==> config.mk <==
export PLATFORM = sky130hd
export DESIGN_NAME = camera_target_frame_parser_top_flat
export DESIGN_NICKNAME = d
export VERILOG_FILES = /design/src/rtl/ctfp_pkg.sv /design/src/rtl/ctfp_if.sv /design/src/rtl/ctfp_parser.sv /design/src/rtl/camera_target_frame_parser_top.sv /design/src/flat_wrapper.sv
export VERILOG_INCLUDE_DIRS = /design/src /design/src/rtl
export SDC_FILE = /design/constraint.sdc
export NUM_CORES = 1
export LEC_CHECK = 0
export BUFFER_PORTS_ARGS = -buffer_cell sky130_fd_sc_hd__buf_2
export CAP_MARGIN = 0
export CORE_ASPECT_RATIO = 1.1
export CORE_MARGIN = 2
export CORE_UTILIZATION = 52
export CTS_BUF_LIST = sky130_fd_sc_hd__clkbuf_4 sky130_fd_sc_hd__clkbuf_8 sky130_fd_sc_hd__clkbuf_16
export DETAILED_ROUTE_END_ITERATION = 12
export GPL_TIMING_DRIVEN = 0
export PLACE_DENSITY = 0.75
export SETUP_SLACK_MARGIN = 0.15
export SLEW_MARGIN = 10
export SYNTH_ARGS = -nofsm -noshare
export SYNTH_HDL_FRONTEND = slang
export SYNTH_SLANG_ARGS = --single-unit
==> constraint.sdc <==
create_clock -name clock -period 3.3 [get_ports clock]
set_input_delay 0.33 -clock clock [delete_from_list [all_inputs] [get_ports clock]]
set_output_delay 0.33 -clock clock [all_outputs]
set_load 0.01 [all_outputs]
==> src/rtl/camera_target_frame_parser_top_assert.svh <==
// ----------------------------------------------------------------------------
// Camera target frame parser: assertion macros
// Shared check forms for the frame parser, clocked on clock, held off in reset.
// ----------------------------------------------------------------------------
`ifndef CAMERA_TARGET_FRAME_PARSER_TOP_ASSERT_SVH
`define CAMERA_TARGET_FRAME_PARSER_TOP_ASSERT_SVH

// same-cycle implication
`define CTFP_ASSERT_NOW(label, ante, cons) \
   label: assert property (@(posedge clock) disable iff (reset) (ante) |-> (cons)) \
      else $error("ctfp: same-cycle check failed");

// next-cycle implication
`define CTFP_ASSERT_NEXT(label, ante, cons) \
   label: assert property (@(posedge clock) disable iff (reset) (ante) |=> (cons)) \
      else $error("ctfp: next-cycle check failed");

`endif

==> src/rtl/ctfp_pkg.sv <==
// ----------------------------------------------------------------------------
// Camera target frame parser package
// Frame constants, parse phase and target kind codes, shared structs.
// ----------------------------------------------------------------------------
package ctfp_pkg;

   localparam logic [7:0] HDR_FIRST  = 8'h2C;
   localparam logic [7:0] HDR_SECOND = 8'h04;
   localparam logic [7:0] TAIL_BYTE  = 8'h5B;
   localparam logic [7:0] LASER_NONE = 8'd125;

   // frame positions
   localparam logic [2:0] POS_NUMBER = 3'd2;
   localparam logic [2:0] POS_X      = 3'd4;
   localparam logic [2:0] POS_Y      = 3'd6;
   localparam logic [2:0] POS_LAST   = 3'd7;

   // target numbers with a meaning of their own
   localparam logic [7:0] NUM_RECT_MAX = 8'd3;
   localparam logic [7:0] NUM_LASER0   = 8'd4;
   localparam logic [7:0] NUM_LASER1   = 8'd5;
   localparam logic [7:0] NUM_ANGLE    = 8'd7;

   typedef enum logic [1:0] {
      PHASE_HUNT,
      PHASE_SECOND,
      PHASE_PAYLOAD,
      PHASE_TAIL
   } phase_type;

   typedef enum logic [2:0] {
      KIND_RECT,
      KIND_LASER0,
      KIND_LASER1,
      KIND_ANGLE,
      KIND_MISSING,
      KIND_UNUSED
   } kind_type;

   typedef struct packed {
      logic        [7:0] frame_number;
      logic signed [7:0] coord_x;
      logic signed [7:0] coord_y;
      kind_type          target_kind;
      logic        [1:0] corner_slot;
   } result_type;

   typedef struct packed {
      phase_type  phase;
      logic [2:0] count;
   } status_type;

endpackage

==> src/rtl/ctfp_if.sv <==
// ----------------------------------------------------------------------------
// Camera target frame parser channels
// Valid/ready item channels for received bytes and decoded targets.
// ----------------------------------------------------------------------------
interface ctfp_req_if;
   logic       valid;
   logic       ready;
   logic [7:0] data_byte;

   modport source (output valid, output data_byte, input ready);
   modport sink   (input valid, input data_byte, output ready);
endinterface

interface ctfp_rsp_if;
   logic              valid;
   logic              ready;
   logic        [7:0] frame_number;
   logic signed [7:0] coord_x;
   logic signed [7:0] coord_y;
   logic        [2:0] target_kind;
   logic        [1:0] corner_slot;

   modport source (output valid, output frame_number, output coord_x, output coord_y,
                   output target_kind, output corner_slot, input ready);
   modport sink   (input valid, input frame_number, input coord_x, input coord_y,
                   input target_kind, input corner_slot, output ready);
endinterface

==> src/rtl/ctfp_parser.sv <==
// ----------------------------------------------------------------------------
// Camera target frame parser: byte parser
// Phase tracking, payload capture and target classification per byte.
// ----------------------------------------------------------------------------
module ctfp_parser
   import ctfp_pkg::*;
(
   input  logic       clock,
   input  logic       reset,
   input  logic       accept,
   input  logic [7:0] data_byte,
   output logic       emit,
   output result_type result,
   output status_type status
);

   phase_type  phase_ff, phase_in;
   logic [2:0] count_ff, count_in;
   logic [7:0] number_ff, number_in;
   logic [7:0] x_ff, x_in;
   logic [7:0] y_ff, y_in;
   logic [2:0] count_inc;

   assign count_inc = count_ff + 3'd1;

   // next state
   always_comb begin
      phase_in  = phase_ff;
      count_in  = count_ff;
      number_in = number_ff;
      x_in      = x_ff;
      y_in      = y_ff;
      case (phase_ff)
         PHASE_HUNT: begin
            if (data_byte == HDR_FIRST) begin
               phase_in = PHASE_SECOND;
               count_in = count_inc;
            end else begin
               count_in  = '0;
               number_in = '0;
               x_in      = '0;
               y_in      = '0;
            end
         end
         PHASE_SECOND: begin
            if (data_byte == HDR_SECOND) begin
               phase_in = PHASE_PAYLOAD;
               count_in = count_inc;
            end else begin
               // consumed, never taken as a fresh header
               phase_in  = PHASE_HUNT;
               count_in  = '0;
               number_in = '0;
               x_in      = '0;
               y_in      = '0;
            end
         end
         PHASE_PAYLOAD: begin
            if (count_ff == POS_NUMBER) number_in = data_byte;
            if (count_ff == POS_X)      x_in      = data_byte;
            if (count_ff == POS_Y)      y_in      = data_byte;
            count_in = count_inc;
            if (count_inc == POS_LAST) phase_in = PHASE_TAIL;
         end
         PHASE_TAIL: begin
            phase_in = PHASE_HUNT;
            count_in = '0;
            if (data_byte != TAIL_BYTE) begin
               number_in = '0;
               x_in      = '0;
               y_in      = '0;
            end
         end
         default: begin
            phase_in = PHASE_HUNT;
            count_in = '0;
         end
      endcase
   end

   always_ff @(posedge clock) begin
      if (reset) begin
         phase_ff  <= PHASE_HUNT;
         count_ff  <= '0;
         number_ff <= '0;
         x_ff      <= '0;
         y_ff      <= '0;
      end else if (accept) begin
         phase_ff  <= phase_in;
         count_ff  <= count_in;
         number_ff <= number_in;
         x_ff      <= x_in;
         y_ff      <= y_in;
      end
   end

   // result on a good tail
   assign emit = accept && (phase_ff == PHASE_TAIL) && (data_byte == TAIL_BYTE);

   always_comb begin
      result.frame_number = number_ff;
      result.coord_x      = x_ff;
      result.coord_y      = y_ff;
      result.corner_slot  = '0;
      if (number_ff <= NUM_RECT_MAX) begin
         result.target_kind = KIND_RECT;
         result.corner_slot = number_ff[1:0];
      end else if (number_ff == NUM_LASER0) begin
         result.target_kind = (x_ff == LASER_NONE) ? KIND_MISSING : KIND_LASER0;
      end else if (number_ff == NUM_LASER1) begin
         result.target_kind = (x_ff == LASER_NONE) ? KIND_MISSING : KIND_LASER1;
      end else if (number_ff == NUM_ANGLE) begin
         result.target_kind = KIND_ANGLE;
      end else begin
         result.target_kind = KIND_UNUSED;
      end
   end

   assign status.phase = phase_ff;
   assign status.count = count_ff;

endmodule

==> src/rtl/camera_target_frame_parser_top.sv <==
// ----------------------------------------------------------------------------
// Camera target frame parser
// Finds eight-byte target frames in the camera byte stream, one item per byte.
// ----------------------------------------------------------------------------
// A good tail byte's result is registered in the output register, or in the skid.
// Throughput: one byte item per cycle unless stalled; the phase updates on accept.
// A two-deep result buffer (output register plus skid) keeps req_ch open while a
// result waits; req_ch stalls only when both entries are full.
// Reset (synchronous, active high): parser back to hunting, held bytes cleared,
// result buffer emptied.
// ----------------------------------------------------------------------------
`include "camera_target_frame_parser_top_assert.svh"

module camera_target_frame_parser_top
   import ctfp_pkg::*;
(
   input  logic        clock,
   input  logic        reset,
   ctfp_req_if.sink    req_ch,
   ctfp_rsp_if.source  rsp_ch
);

   logic       req_accept;
   logic       rsp_pop;
   logic       emit;
   logic       push;
   result_type result;
   status_type status;

   // result buffer: head is the output register, skid holds a second result
   result_type out_ff, out_in;
   result_type skid_ff, skid_in;
   logic       out_valid_ff, out_valid_in;
   logic       skid_valid_ff, skid_valid_in;

   // Only the skid decides backpressure, so a full output register never
   // holds up the byte stream by itself.
   assign req_ch.ready = !skid_valid_ff;
   assign req_accept   = req_ch.valid && req_ch.ready;
   assign rsp_pop      = rsp_ch.valid && rsp_ch.ready;

   ctfp_parser u_parser (
      .clock     (clock),
      .reset     (reset),
      .accept    (req_accept),
      .data_byte (req_ch.data_byte),
      .emit      (emit),
      .result    (result),
      .status    (status)
   );

   assign push = emit;

   // buffer control
   always_comb begin
      out_in        = out_ff;
      skid_in       = skid_ff;
      out_valid_in  = out_valid_ff;
      skid_valid_in = skid_valid_ff;
      if (skid_valid_ff) begin
         // input is stalled here, so no push
         if (rsp_pop) begin
            out_in        = skid_ff;
            skid_valid_in = 1'b0;
         end
      end else if (out_valid_ff) begin
         if (push && rsp_pop) begin
            out_in = result;
         end else if (push) begin
            skid_in       = result;
            skid_valid_in = 1'b1;
         end else if (rsp_pop) begin
            out_valid_in = 1'b0;
         end
      end else if (push) begin
         out_in       = result;
         out_valid_in = 1'b1;
      end
   end

   always_ff @(posedge clock) begin
      if (reset) begin
         out_valid_ff  <= 1'b0;
         skid_valid_ff <= 1'b0;
      end else begin
         out_valid_ff  <= out_valid_in;
         skid_valid_ff <= skid_valid_in;
      end
   end

   // payload, no reset needed
   always_ff @(posedge clock) begin
      out_ff  <= out_in;
      skid_ff <= skid_in;
   end

   assign rsp_ch.valid        = out_valid_ff;
   assign rsp_ch.frame_number = out_ff.frame_number;
   assign rsp_ch.coord_x      = out_ff.coord_x;
   assign rsp_ch.coord_y      = out_ff.coord_y;
   assign rsp_ch.target_kind  = out_ff.target_kind;
   assign rsp_ch.corner_slot  = out_ff.corner_slot;

   // checks
   `CTFP_ASSERT_NOW(a_skid_behind_out, skid_valid_ff, out_valid_ff)
   `CTFP_ASSERT_NOW(a_no_push_when_full, push, !skid_valid_ff)
   `CTFP_ASSERT_NOW(a_hunt_count_zero, status.phase == PHASE_HUNT, status.count == 3'd0)
   `CTFP_ASSERT_NEXT(a_tail_back_to_hunt, push, status.phase == PHASE_HUNT && out_valid_ff)

endmodule
==> src/flat_wrapper.sv <==
// flat-port wrapper written by rule: the top's interface ports become plain ports
module camera_target_frame_parser_top_flat import ctfp_pkg::*;
  (clock, reset, req_ch_valid, req_ch_data_byte, req_ch_ready, rsp_ch_valid, rsp_ch_frame_number, rsp_ch_coord_x, rsp_ch_coord_y, rsp_ch_target_kind, rsp_ch_corner_slot, rsp_ch_ready);
  ctfp_req_if req_ch_i ();
  ctfp_rsp_if rsp_ch_i ();
  input  logic clock;
  input  logic reset;
  input wire logic [$bits(req_ch_i.valid)-1:0] req_ch_valid;
  input wire logic [$bits(req_ch_i.data_byte)-1:0] req_ch_data_byte;
  output wire logic [$bits(req_ch_i.ready)-1:0] req_ch_ready;
  output wire logic [$bits(rsp_ch_i.valid)-1:0] rsp_ch_valid;
  output wire logic [$bits(rsp_ch_i.frame_number)-1:0] rsp_ch_frame_number;
  output wire logic [$bits(rsp_ch_i.coord_x)-1:0] rsp_ch_coord_x;
  output wire logic [$bits(rsp_ch_i.coord_y)-1:0] rsp_ch_coord_y;
  output wire logic [$bits(rsp_ch_i.target_kind)-1:0] rsp_ch_target_kind;
  output wire logic [$bits(rsp_ch_i.corner_slot)-1:0] rsp_ch_corner_slot;
  input wire logic [$bits(rsp_ch_i.ready)-1:0] rsp_ch_ready;
  assign req_ch_i.valid = req_ch_valid;
  assign req_ch_i.data_byte = req_ch_data_byte;
  assign req_ch_ready = req_ch_i.ready;
  assign rsp_ch_valid = rsp_ch_i.valid;
  assign rsp_ch_frame_number = rsp_ch_i.frame_number;
  assign rsp_ch_coord_x = rsp_ch_i.coord_x;
  assign rsp_ch_coord_y = rsp_ch_i.coord_y;
  assign rsp_ch_target_kind = rsp_ch_i.target_kind;
  assign rsp_ch_corner_slot = rsp_ch_i.corner_slot;
  assign rsp_ch_i.ready = rsp_ch_ready;
  camera_target_frame_parser_top u_core (.clock(clock), .reset(reset), .req_ch(req_ch_i), .rsp_ch(rsp_ch_i));
endmodule
Yosys cells after proc, flatten, opt, wreduce, memory -nomap -nowiden
Cells that the tools add are included.

Register bits: 89. Bits of input ports: 12. Output and inout bits: 31. Logic and storage cells: 96.

$add $sub $neg: 1. $lt $le $gt $ge: 1. Eq/ne operators: 25. Multiplexer cells: 36. Bitwise gates (word level): 2. Reductions and logical operators: 14.

Operators by type and width (count): 29-bit two-way mux (5); 8-bit case mux with 4 select lines (3); 8-bit two-way mux (6); 8-bit by 3-bit equality test with 1-bit output, second input constant (4); 3-bit two-way mux (8); 8-bit by 7-bit equality test with 1-bit output, second input constant (2); 2-bit != test, second input constant (8); 5-bit AND reduction (3); 3-bit case mux with 4 select lines (1); 3-bit equality test, second input constant (3); 8-bit by 6-bit equality test with 1-bit output, second input constant (1); 8-bit by 2-bit less-or-equal comparator with 1-bit output, second input constant (1); 1-bit two-way mux (8); 2-bit two-way mux (4); 8-bit by 7-bit != test with 1-bit output, second input constant (1); 2-bit case mux with 4 select lines (1); 3-bit AND reduction (2); 1-bit logical AND (5); 2-bit equality test, second input constant (2); 4-bit AND reduction (1); 3-bit by 1-bit adder with 3-bit output, second input constant (1); 3-bit by 2-bit equality test with 1-bit output, second input constant (1); 3-bit != test, second input constant (1); 3-bit nonzero test (1); 5 further kinds (6).

Logic depth before layout (Yosys ltp)
Gate-level depths: netlist of run 1.

Depth in word-level cells: 8. Mapped depth: 7. Depth with buffers taken out: 6.

Cells and area by module
Synthesis of run 1 repeated with hierarchy kept, for this count alone.

Cell total of the unflattened synthesis: 260. Area total of the unflattened synthesis: 3836.2 sq um.

Modules (own cells, without submodules): camera_target_frame_parser_top (instances 1, cells each 105, area each 2352.3 sq um, sequential area each 1781.7 sq um); ctfp_parser (instances 1, cells each 155, area each 1483.9 sq um, sequential area each 580.6 sq um).

Least setup slack after synthesis of run 1
No wires, ideal clock.

Path type: register to register. Start point: register u_core.u_parser.phase_ff[0]. End point: register u_core.out_ff, in the netlist u_core.rsp_ch.coord_x[0], enable pin. Library setup time: 0.425 ns. Arrival: 2.825 ns. Data required time: 2.875 ns. Setup slack: 0.051 ns. Stages on the path, launching flop included: 5. Path buffers: 0. Clock period less this slack: 3.249 ns. Cell sequence: dfxtp_1 > or2b_1 > or3_1 > or2_2 > a21oi_1.

Cells in the longest elaborated chain, start to end: 6. Elaborated cells on any way between the ends: 7. Those cells by class: 2 x eq/ne; 5 x reduce/logical.

Ends and longest elaborated chain: from (decl) (RTL line ctfp_parser.sv:17) `phase_type phase_ff, phase_in;`; from (signal assigned) (RTL line ctfp_parser.sv:89) `phase_ff <= phase_in;`; 2-bit equality test (*) (RTL line ctfp_parser.sv:98) `assign emit = accept && (phase_ff == PHASE_TAIL) && (data_byte == TAIL_BYTE);`; 1-bit logical AND (*) (2 in series) (RTL line ctfp_parser.sv:98); 1-bit logical AND (RTL line camera_target_frame_parser_top.sv:67) `if (push && rsp_pop) begin`; 3-bit != test (no line); 3-bit AND reduction (no line) (*); to (signal assigned) (RTL line camera_target_frame_parser_top.sv:93) `out_ff <= out_in;`; to (decl) (RTL line camera_target_frame_parser_top.sv:31) `result_type out_ff, out_in;`.

Mark *: on every way between the ends. The rest lies on a longest branch, timed or not. A chain may end at the register's enable or synchronous reset.

Final worst setup path of run 1
Start point: register u_core.u_parser.phase_ff[0]. End point: register u_core.out_ff, in the netlist u_core.rsp_ch.frame_number[6], enable pin.

The elaborated chain is that of the path after synthesis.

==> summary.md, run 1 <==
| Metric | Value |
|---|---|
| Nets | `338` |
| Seq/Total Area, Yosys | `63.8%` |
| Synthesis-to-layout area growth | `15.2%` |
| Max Fanout on Critical Path | `24` |
| Final min period | `2.45 ns` |
| Final Instance Area | `4260 um^2` |
| Post-DRT Antenna Nets | `0` |
| Vias in the first global route | `2276` |
| Placed insts | `396` |
| DR iter-0 viols | `113` |
| Clock Tree Buf Depth | `2` |
| Post-place setup slack | `0.503 ns` |
| Row Count | `32` |
| Vias | `2261` |
| Hold path depth | `2` |
| DPL Wire Length | `4620 um` |
| Seq cells post-synth | `89` |
| MaxCap Viol Count | `0` |
| DRC | `0` |
| Post-CTS Setup Bufs | `0` |
| Worst Path Arrival | `2.51 ns` |
| Syn Nets | `284` |
| Synth Flop Type | `edfxtp_1` |
| Share of layout cells above drive strength 1 | `28.7%` |
| Crit. End Element | `flip-flop` |
| DR pass1 iterations | `4` |
| Fin Setup TNS | `0 ns` |
| Synth Warn # | `0` |
| Ant. Diodes | `0` |
| Chip width | `84.4 um` |
| Final Hold Fails | `0` |
| DIE AREA | `7810 um^2` |
| Mapped Avg Cell Area | `13.8 um^2` |
| Sink Count | `89` |
| H-tree depth | `3` |
| Core footprint | `6970 um^2` |
| Crit Reg-Reg Startpoint | `u_core.u_parser.phase_ff[0]` |
| Tightest Pin Transition | `0.707 ns` |
| Post-Layout Cell Count | `412` |
| Pwr dens | `463 nW/um^2` |
| CTS resizes | `0` |
| I/O pin count | `43` |
| Initial Util | `53.1%` |
| Peak supply drop | `0.229 mV` |
| Mapped cell area | `3700 um^2` |
| Hold_buf cts | `0` |
| Critical path required time | `3.36 ns` |
| Post-synth EDFFs | `58` |
| Cells after Synth | `268` |
| Drt via density | `5.49` |
| Total Routing Usage GR | `18.7%` |
| Status | `finished, final reports clean` |
| IO buf count | `42` |
| Yosys cell types | `40` |
| Clk root buf | `clkbuf_8` |
| R2R Path End | `u_core.rsp_ch.frame_number[6]` |
| Final WL | `6620 um` |
| Final Skew | `0.00840 ns` |
| Final number of setup-violating endpoints | `0` |
| Hold EP | `u_core.skid_valid_ff` |
| Max Freq | `408 MHz` |
| Largest net degree at the start of global routing | `30` |
| Leakage | `1.67 nW` |
| CTS tree | `built` |
| Slew Viols, Final | `0` |
| Clk slew on worst S/H paths | `0.09 ns` |
| Die height | `92.5 um` |
| R2R Setup Slk | `0.85 ns` |
| Grt ovf | `0` |
| CP Class | `reg2reg` |
| Placer Congestion | `0.872` |
| Relative slew slack | `52.9%` |
| First-pass GRT wire length | `11400 um` |
| Tcrit/Tclk final | `74.3%` |
| RSZ-0062 raised after global routing | `false` |
| Hold Crit Start | `rsp_ch_ready` |
| Hold Path Class | `in2reg` |
| Total CTS buffers | `9` |
| Final Core Density | `61.2%` |
| Latest clock arrival within the worst-skew pair | `0.35 ns` |
| Filler Cell Count | `576` |
| Asr flop ratio synth | `0%` |
| R2R depth | `5` |
| Final WS setup | `0.847 ns` |
| Initial antenna violation count | `0` |
| Post-DP Area | `4060 um^2` |
| Type of origin of the critical path | `flip-flop` |
| Wire length per cell | `16.1 um` |
[where the power goes]
group          leakage (nW)  internal (W)  switching, W  total (W)
combinational         0.725     0.0000231     0.0000268  0.0000499
clock                 0.102      0.000373      0.000376   0.000749
sequential            0.849       0.00117    0.00000158    0.00117
[synthesized netlist by cell type, drive strengths merged, types with 5 or more instances]
library cell / instances / area [um^2]
nand2: 17 / 63.8
nor2: 6 / 22.5
edfxtp: 58 / 1740
a21oi: 6 / 30.0
dfxtp: 31 / 621
mux2: 26 / 293
nand2b: 26 / 163
mux2i: 25 / 250
nor3: 5 / 25.0
inv: 6 / 22.5
and2: 5 / 31.3
clkbuf: 9 / 33.8
[placed cells by master, fill, tap and decap left out, drive strengths merged, types with 2 or more instances in the layout]
master and n:
mux2i 25, nor3 5, edfxtp 58, nor2b 3
nor4 2, buf 44, o311ai 2, mux2 26
nand2 17, ha 4, o31ai 3, nand3b 4
or3b 2, dfxtp 31, o21ai 2, nor3b 3
nor2 6, nand3 2, a21oi 6, clkinv 3
nand2b 26, and2 5, inv 7, clkbuf 19
a211oi 2, nand4b 4
[cell type report]
type	instances	area, um^2	area share (%)
buffer	10	45.0	1.06
clock buffer	10	138	3.23
clock inverter	6	66.3	1.56
inverter	6	22.5	0.529
multi-input combinational	163	1280	30.1
sequential	89	2360	55.4
tap	85	106	2.50
timing repair buffer	43	238	5.58
[metrics by stage]
| step | hold slack, ns | total power, W |
|---|---|---|
| 2_1_floorplan | 0.427 | 0.00123 |
| 5_1_grt | 0.182 | 0.00204 |
| 4_1_cts | 0.171 | 0.00199 |
| 3_3_place_gp | 0.448 | 0.00125 |
| 6_report | 0.186 | 0.00197 |
| 3_5_place_dp | 0.442 | 0.00125 |
[per-layer routing]
layer	vias to the layer above	GRT usage, %	routed length, um
met5	-	0	0
met4	0	7.28	133
met3	11	4.63	238
met2	46	30.4	3220
met1	1110	24.2	3030
li1	1094	-	-
[worst max path at each step]
stage,startpoint,end,slack (ns),cells past startpoint
floorplan,u_core.u_parser.phase_ff[0],u_core.rsp_ch.coord_x[0],0.63,4
global placement,u_core.u_parser.phase_ff[0],u_core.rsp_ch.coord_x[2],0.09,4
detailed placement,u_core.skid_valid_ff,u_core.skid_ff[15],0.50,4
CTS,u_core.skid_valid_ff,u_core.skid_ff[27],0.47,4
global route,u_core.u_parser.phase_ff[0],u_core.rsp_ch.frame_number[6],0.74,5
finish,u_core.u_parser.phase_ff[0],u_core.rsp_ch.frame_number[6],0.85,5
[cells by family (layout without fill, tap and decap cells)]
logic type                 Yosys count  in the layout  synth area share [%]
AOI/OAI and AO/OA                   21             21                  4.06
xor gates and xnor gates             1              1                 0.237
adders and majority gates            4              4                  1.35
buffers and inverters               16             75                  1.83
DFF                                 89             89                  63.8
muxes                               51             51                  14.7
and+or+nand+nor                     86             86                  14.0
[flip-flops by register name (all words and copies together), names as in the netlist, 2 cells and up, named ones only]
register,count
u_core.skid_ff,29
u_core.rsp_ch.coord_x,8
u_core.rsp_ch.coord_y,8
u_core.rsp_ch.frame_number,8
u_core.u_parser.number_ff,8
u_core.u_parser.x_ff,8
u_core.u_parser.y_ff,8
u_core.rsp_ch.target_kind,3
u_core.u_parser.count_ff,3
u_core.rsp_ch.corner_slot,2
[worst max-delay path, cell delays in order, from the launching register on]
cell and delay [ns]:
dfxtp_1 0.52, or2b_1 0.27, or3_1 0.45, or2_2 0.35, a21oi_4 0.32, buf_16 0.22
Power figures use the tool's default switching activity.
==> run 2: changes to the inputs <==
--- a/config.mk
+++ b/config.mk
@@ -10,11 +10,11 @@
 export CAP_MARGIN = 0
 export CORE_ASPECT_RATIO = 1.1
 export CORE_MARGIN = 2
-export CORE_UTILIZATION = 52
+export CORE_UTILIZATION = 55
 export CTS_BUF_LIST = sky130_fd_sc_hd__clkbuf_4 sky130_fd_sc_hd__clkbuf_8 sky130_fd_sc_hd__clkbuf_16
 export DETAILED_ROUTE_END_ITERATION = 12
 export GPL_TIMING_DRIVEN = 0
-export PLACE_DENSITY = 0.75
+export PLACE_DENSITY = 0.76
 export SETUP_SLACK_MARGIN = 0.15
 export SLEW_MARGIN = 10
 export SYNTH_ARGS = -nofsm -noshare
==> constraint.sdc (replaced) <==
create_clock -name clock -period 2.45 [get_ports clock]
set_input_delay 0.245 -clock clock [delete_from_list [all_inputs] [get_ports clock]]
set_output_delay 0.245 -clock clock [all_outputs]
set_load 0.01 [all_outputs]
==> summary.md, run 2 (synthesized netlist as in run 1, its figures left out) <==
| Metric | Value |
|---|---|
| Area of the multi-input gates | `1300 um^2 (+1.4%)` |
| Switch share | `19.9% (-0.58 points)` |
| Clk slew on worst S/H paths | `0.08 ns (about the same)` |
| Type of origin of the critical path | `flip-flop` |
| Core footprint | `6560 um^2 (-5.9%)` |
| Vias | `2280 (+0.84%)` |
| Tcrit/Tclk final | `89.6% (+15 points)` |
| Slew Viols, Final | `0 (unchanged)` |
| Final min period | `2.20 ns (-0.258 ns)` |
| Total CTS buffers | `9 (unchanged)` |
| Clock power share | `37.3% (-0.7 points)` |
| Initial Util | `56.4% (+3.3 points)` |
| Sink Count | `89 (unchanged)` |
| I/O pin count | `43 (unchanged)` |
| Vias in the first global route | `2189 (-3.8%)` |
| Max Fanout on Critical Path | `10 (-58%)` |
| Max Freq | `456 MHz (+12%)` |
| IO buf count | `42 (unchanged)` |
| R2R Setup Slk | `0.25 ns (-0.59 ns)` |
| Final WL | `6730 um (+1.7%)` |
| DRC | `0 (unchanged)` |
| Ant. Diodes | `0 (unchanged)` |
| Final Hold Fails | `0 (unchanged)` |
| DPL Wire Length | `4480 um (-3.0%)` |
| Total Routing Usage GR | `19.7% (+1.1 points)` |
| Share of layout cells above drive strength 1 | `30.0% (+1.3 points)` |
| DR pass1 iterations | `6 (+2)` |
| Status | `finished, final reports clean` |
| DR iter-0 viols | `127 (+12%)` |
| Post-place setup slack | `-0.360 ns (-0.863 ns)` |
| Hold Crit Start | `rsp_ch_ready` |
| CTS tree | `built` |
| Most frequent cells in the layout | `edfxtp_1, buf_2, dfxtp_1` |
| Final number of setup-violating endpoints | `0 (unchanged)` |
| DIE AREA | `7400 um^2 (-5.2%)` |
| Seq pwr share | `60.2% (+0.7 points)` |
| Filler Cell Count | `516 (-10%)` |
| Leakage | `1.69 nW (+0.87%)` |
| Switching power | `0.000523 W (+29%)` |
| Sequential cell area | `2360 um^2 (about the same)` |
| Initial antenna violation count | `0 (unchanged)` |
| Crit. End Element | `flip-flop` |
| Comb pwr share | `2.6% (about the same)` |
| Worst Path Arrival | `2.24 ns (-0.27 ns)` |
| Post-DRT Antenna Nets | `0 (unchanged)` |
| Clk root buf | `clkbuf_8` |
| Die height | `90.0 um (-2.6%)` |
| Tightest Pin Transition | `0.723 ns (+0.0163 ns)` |
| Hold Path Class | `in2reg` |
| Clock Tree Buf Depth | `2 (unchanged)` |
| R2R Path End | `u_core.rsp_ch.coord_y[3]` |
| Crit Reg-Reg Startpoint | `u_core.u_parser.phase_ff[0]` |
| Chip width | `82.2 um (-2.6%)` |
| Nets | `341 (+0.89%)` |
| Peak supply drop | `0.466 mV (+100%)` |
| Wire length per cell | `16.3 um (+1.7%)` |
| Placer Congestion | `0.859 (-1.5%)` |
| Most common cell after layout, fill and taps aside | `edfxtp_1` |
| Synthesis-to-layout area growth | `15.5%` |
| Largest Register | `u_core.skid_ff` |
| Largest net degree at the start of global routing | `30 (unchanged)` |
| Max FFs per register | `29 (unchanged)` |
| H-tree depth | `3 (unchanged)` |
| R2R depth | `5 (unchanged)` |
| Final WS setup | `0.255 ns (-0.592 ns)` |
| Pwr dens | `615 nW/um^2 (+33%)` |
| First-pass GRT wire length | `10900 um (-4.0%)` |
| MaxCap Viol Count | `0 (unchanged)` |
| Internal | `0.00210 W (+34%)` |
| Grt ovf | `0 (unchanged)` |
| RSZ-0062 raised after global routing | `false` |
| Relative slew slack | `51.4% (-1.5 points)` |
| Critical path required time | `2.50 ns (-0.86 ns)` |
| Row Count | `31 (-3.1%)` |
| Final Core Density | `65.2% (+4.0 points)` |
| Hold path depth | `2 (unchanged)` |
| CP Class | `reg2reg` |
| Latest clock arrival within the worst-skew pair | `0.34 ns (about the same)` |
| Final Skew | `0.00864 ns (+0.000248 ns)` |
| Hold EP | `u_core.skid_valid_ff` |
| Drt via density | `5.53 (+0.84%)` |
[run 2: layout make-up]
type	count	share of cell area, %
buffer	10	1.05
clock buffer	11	3.25
clock inverter	5	1.26
inverter	6	0.527
multi-input combinational	164	30.4
sequential	89	55.3
tap	82	2.40
timing repair buffer	45	5.74
[run 2: how the worst max path moves through the flow]
stage                                           start                           end
after floorplan           u_core.u_parser.phase_ff[0]      u_core.rsp_ch.coord_x[0]
after global placement           u_core.skid_valid_ff            u_core.skid_ff[25]
after detailed placement         u_core.skid_valid_ff            u_core.skid_ff[24]
after CTS                 u_core.u_parser.phase_ff[0]      u_core.rsp_ch.coord_y[6]
after global routing             u_core.skid_valid_ff  u_core.rsp_ch.target_kind[1]
final                     u_core.u_parser.phase_ff[0]      u_core.rsp_ch.coord_y[3]
[run 2: routing by layer]
layer  wire (um)  track usage [%]  vias up  share of wire, %
li1            -                -     1098                 -
met4         135             7.92        0               2.0
met2        3230             29.6       49                48
met3         257             4.52       10               3.8
met5           0                0        -                 0
met1        3110             27.4     1123                46
[run 2: power by group through the flow]
stage               Clock [W]  Sequential, W  Combinational (W)
finish               0.000979        0.00158          0.0000671
global route          0.00106        0.00158          0.0000719
CTS                   0.00100        0.00158          0.0000667
detailed placement          0        0.00161          0.0000666
global placement            0        0.00161          0.0000654
floorplan                   0        0.00161          0.0000426
[run 2: repair_timing]
item	in CTS	in global routing
resized for setup	3	0
endpoints found under the setup margin	58	0
hold buffers	0	0
setup buffers	3	0
[run 2: critical path, stage by stage, from the launching register on]
cell and delay, ns:
dfxtp_2 0.42, or2b_1 0.25, or3_1 0.46, or2_2 0.39, a21oi_4 0.18, buf_4 0.20
[run 2: through the flow]
stage / instances / setup TNS (ns) / power [W] / instance area [um^2] / hold WS (ns)
3_5_place_dp: 392 / -17.15 / 0.00168 / 4030 / 0.456
3_3_place_gp: 392 / -10.52 / 0.00168 / 4030 / 0.445
5_1_grt: 412 / 0 / 0.00271 / 4270 / 0.117
4_1_cts: 412 / 0 / 0.00265 / 4270 / 0.109
2_1_floorplan: 268 / 0 / 0.00166 / 3710 / 0.345
6_report: 412 / 0 / 0.00262 / 4270 / 0.116
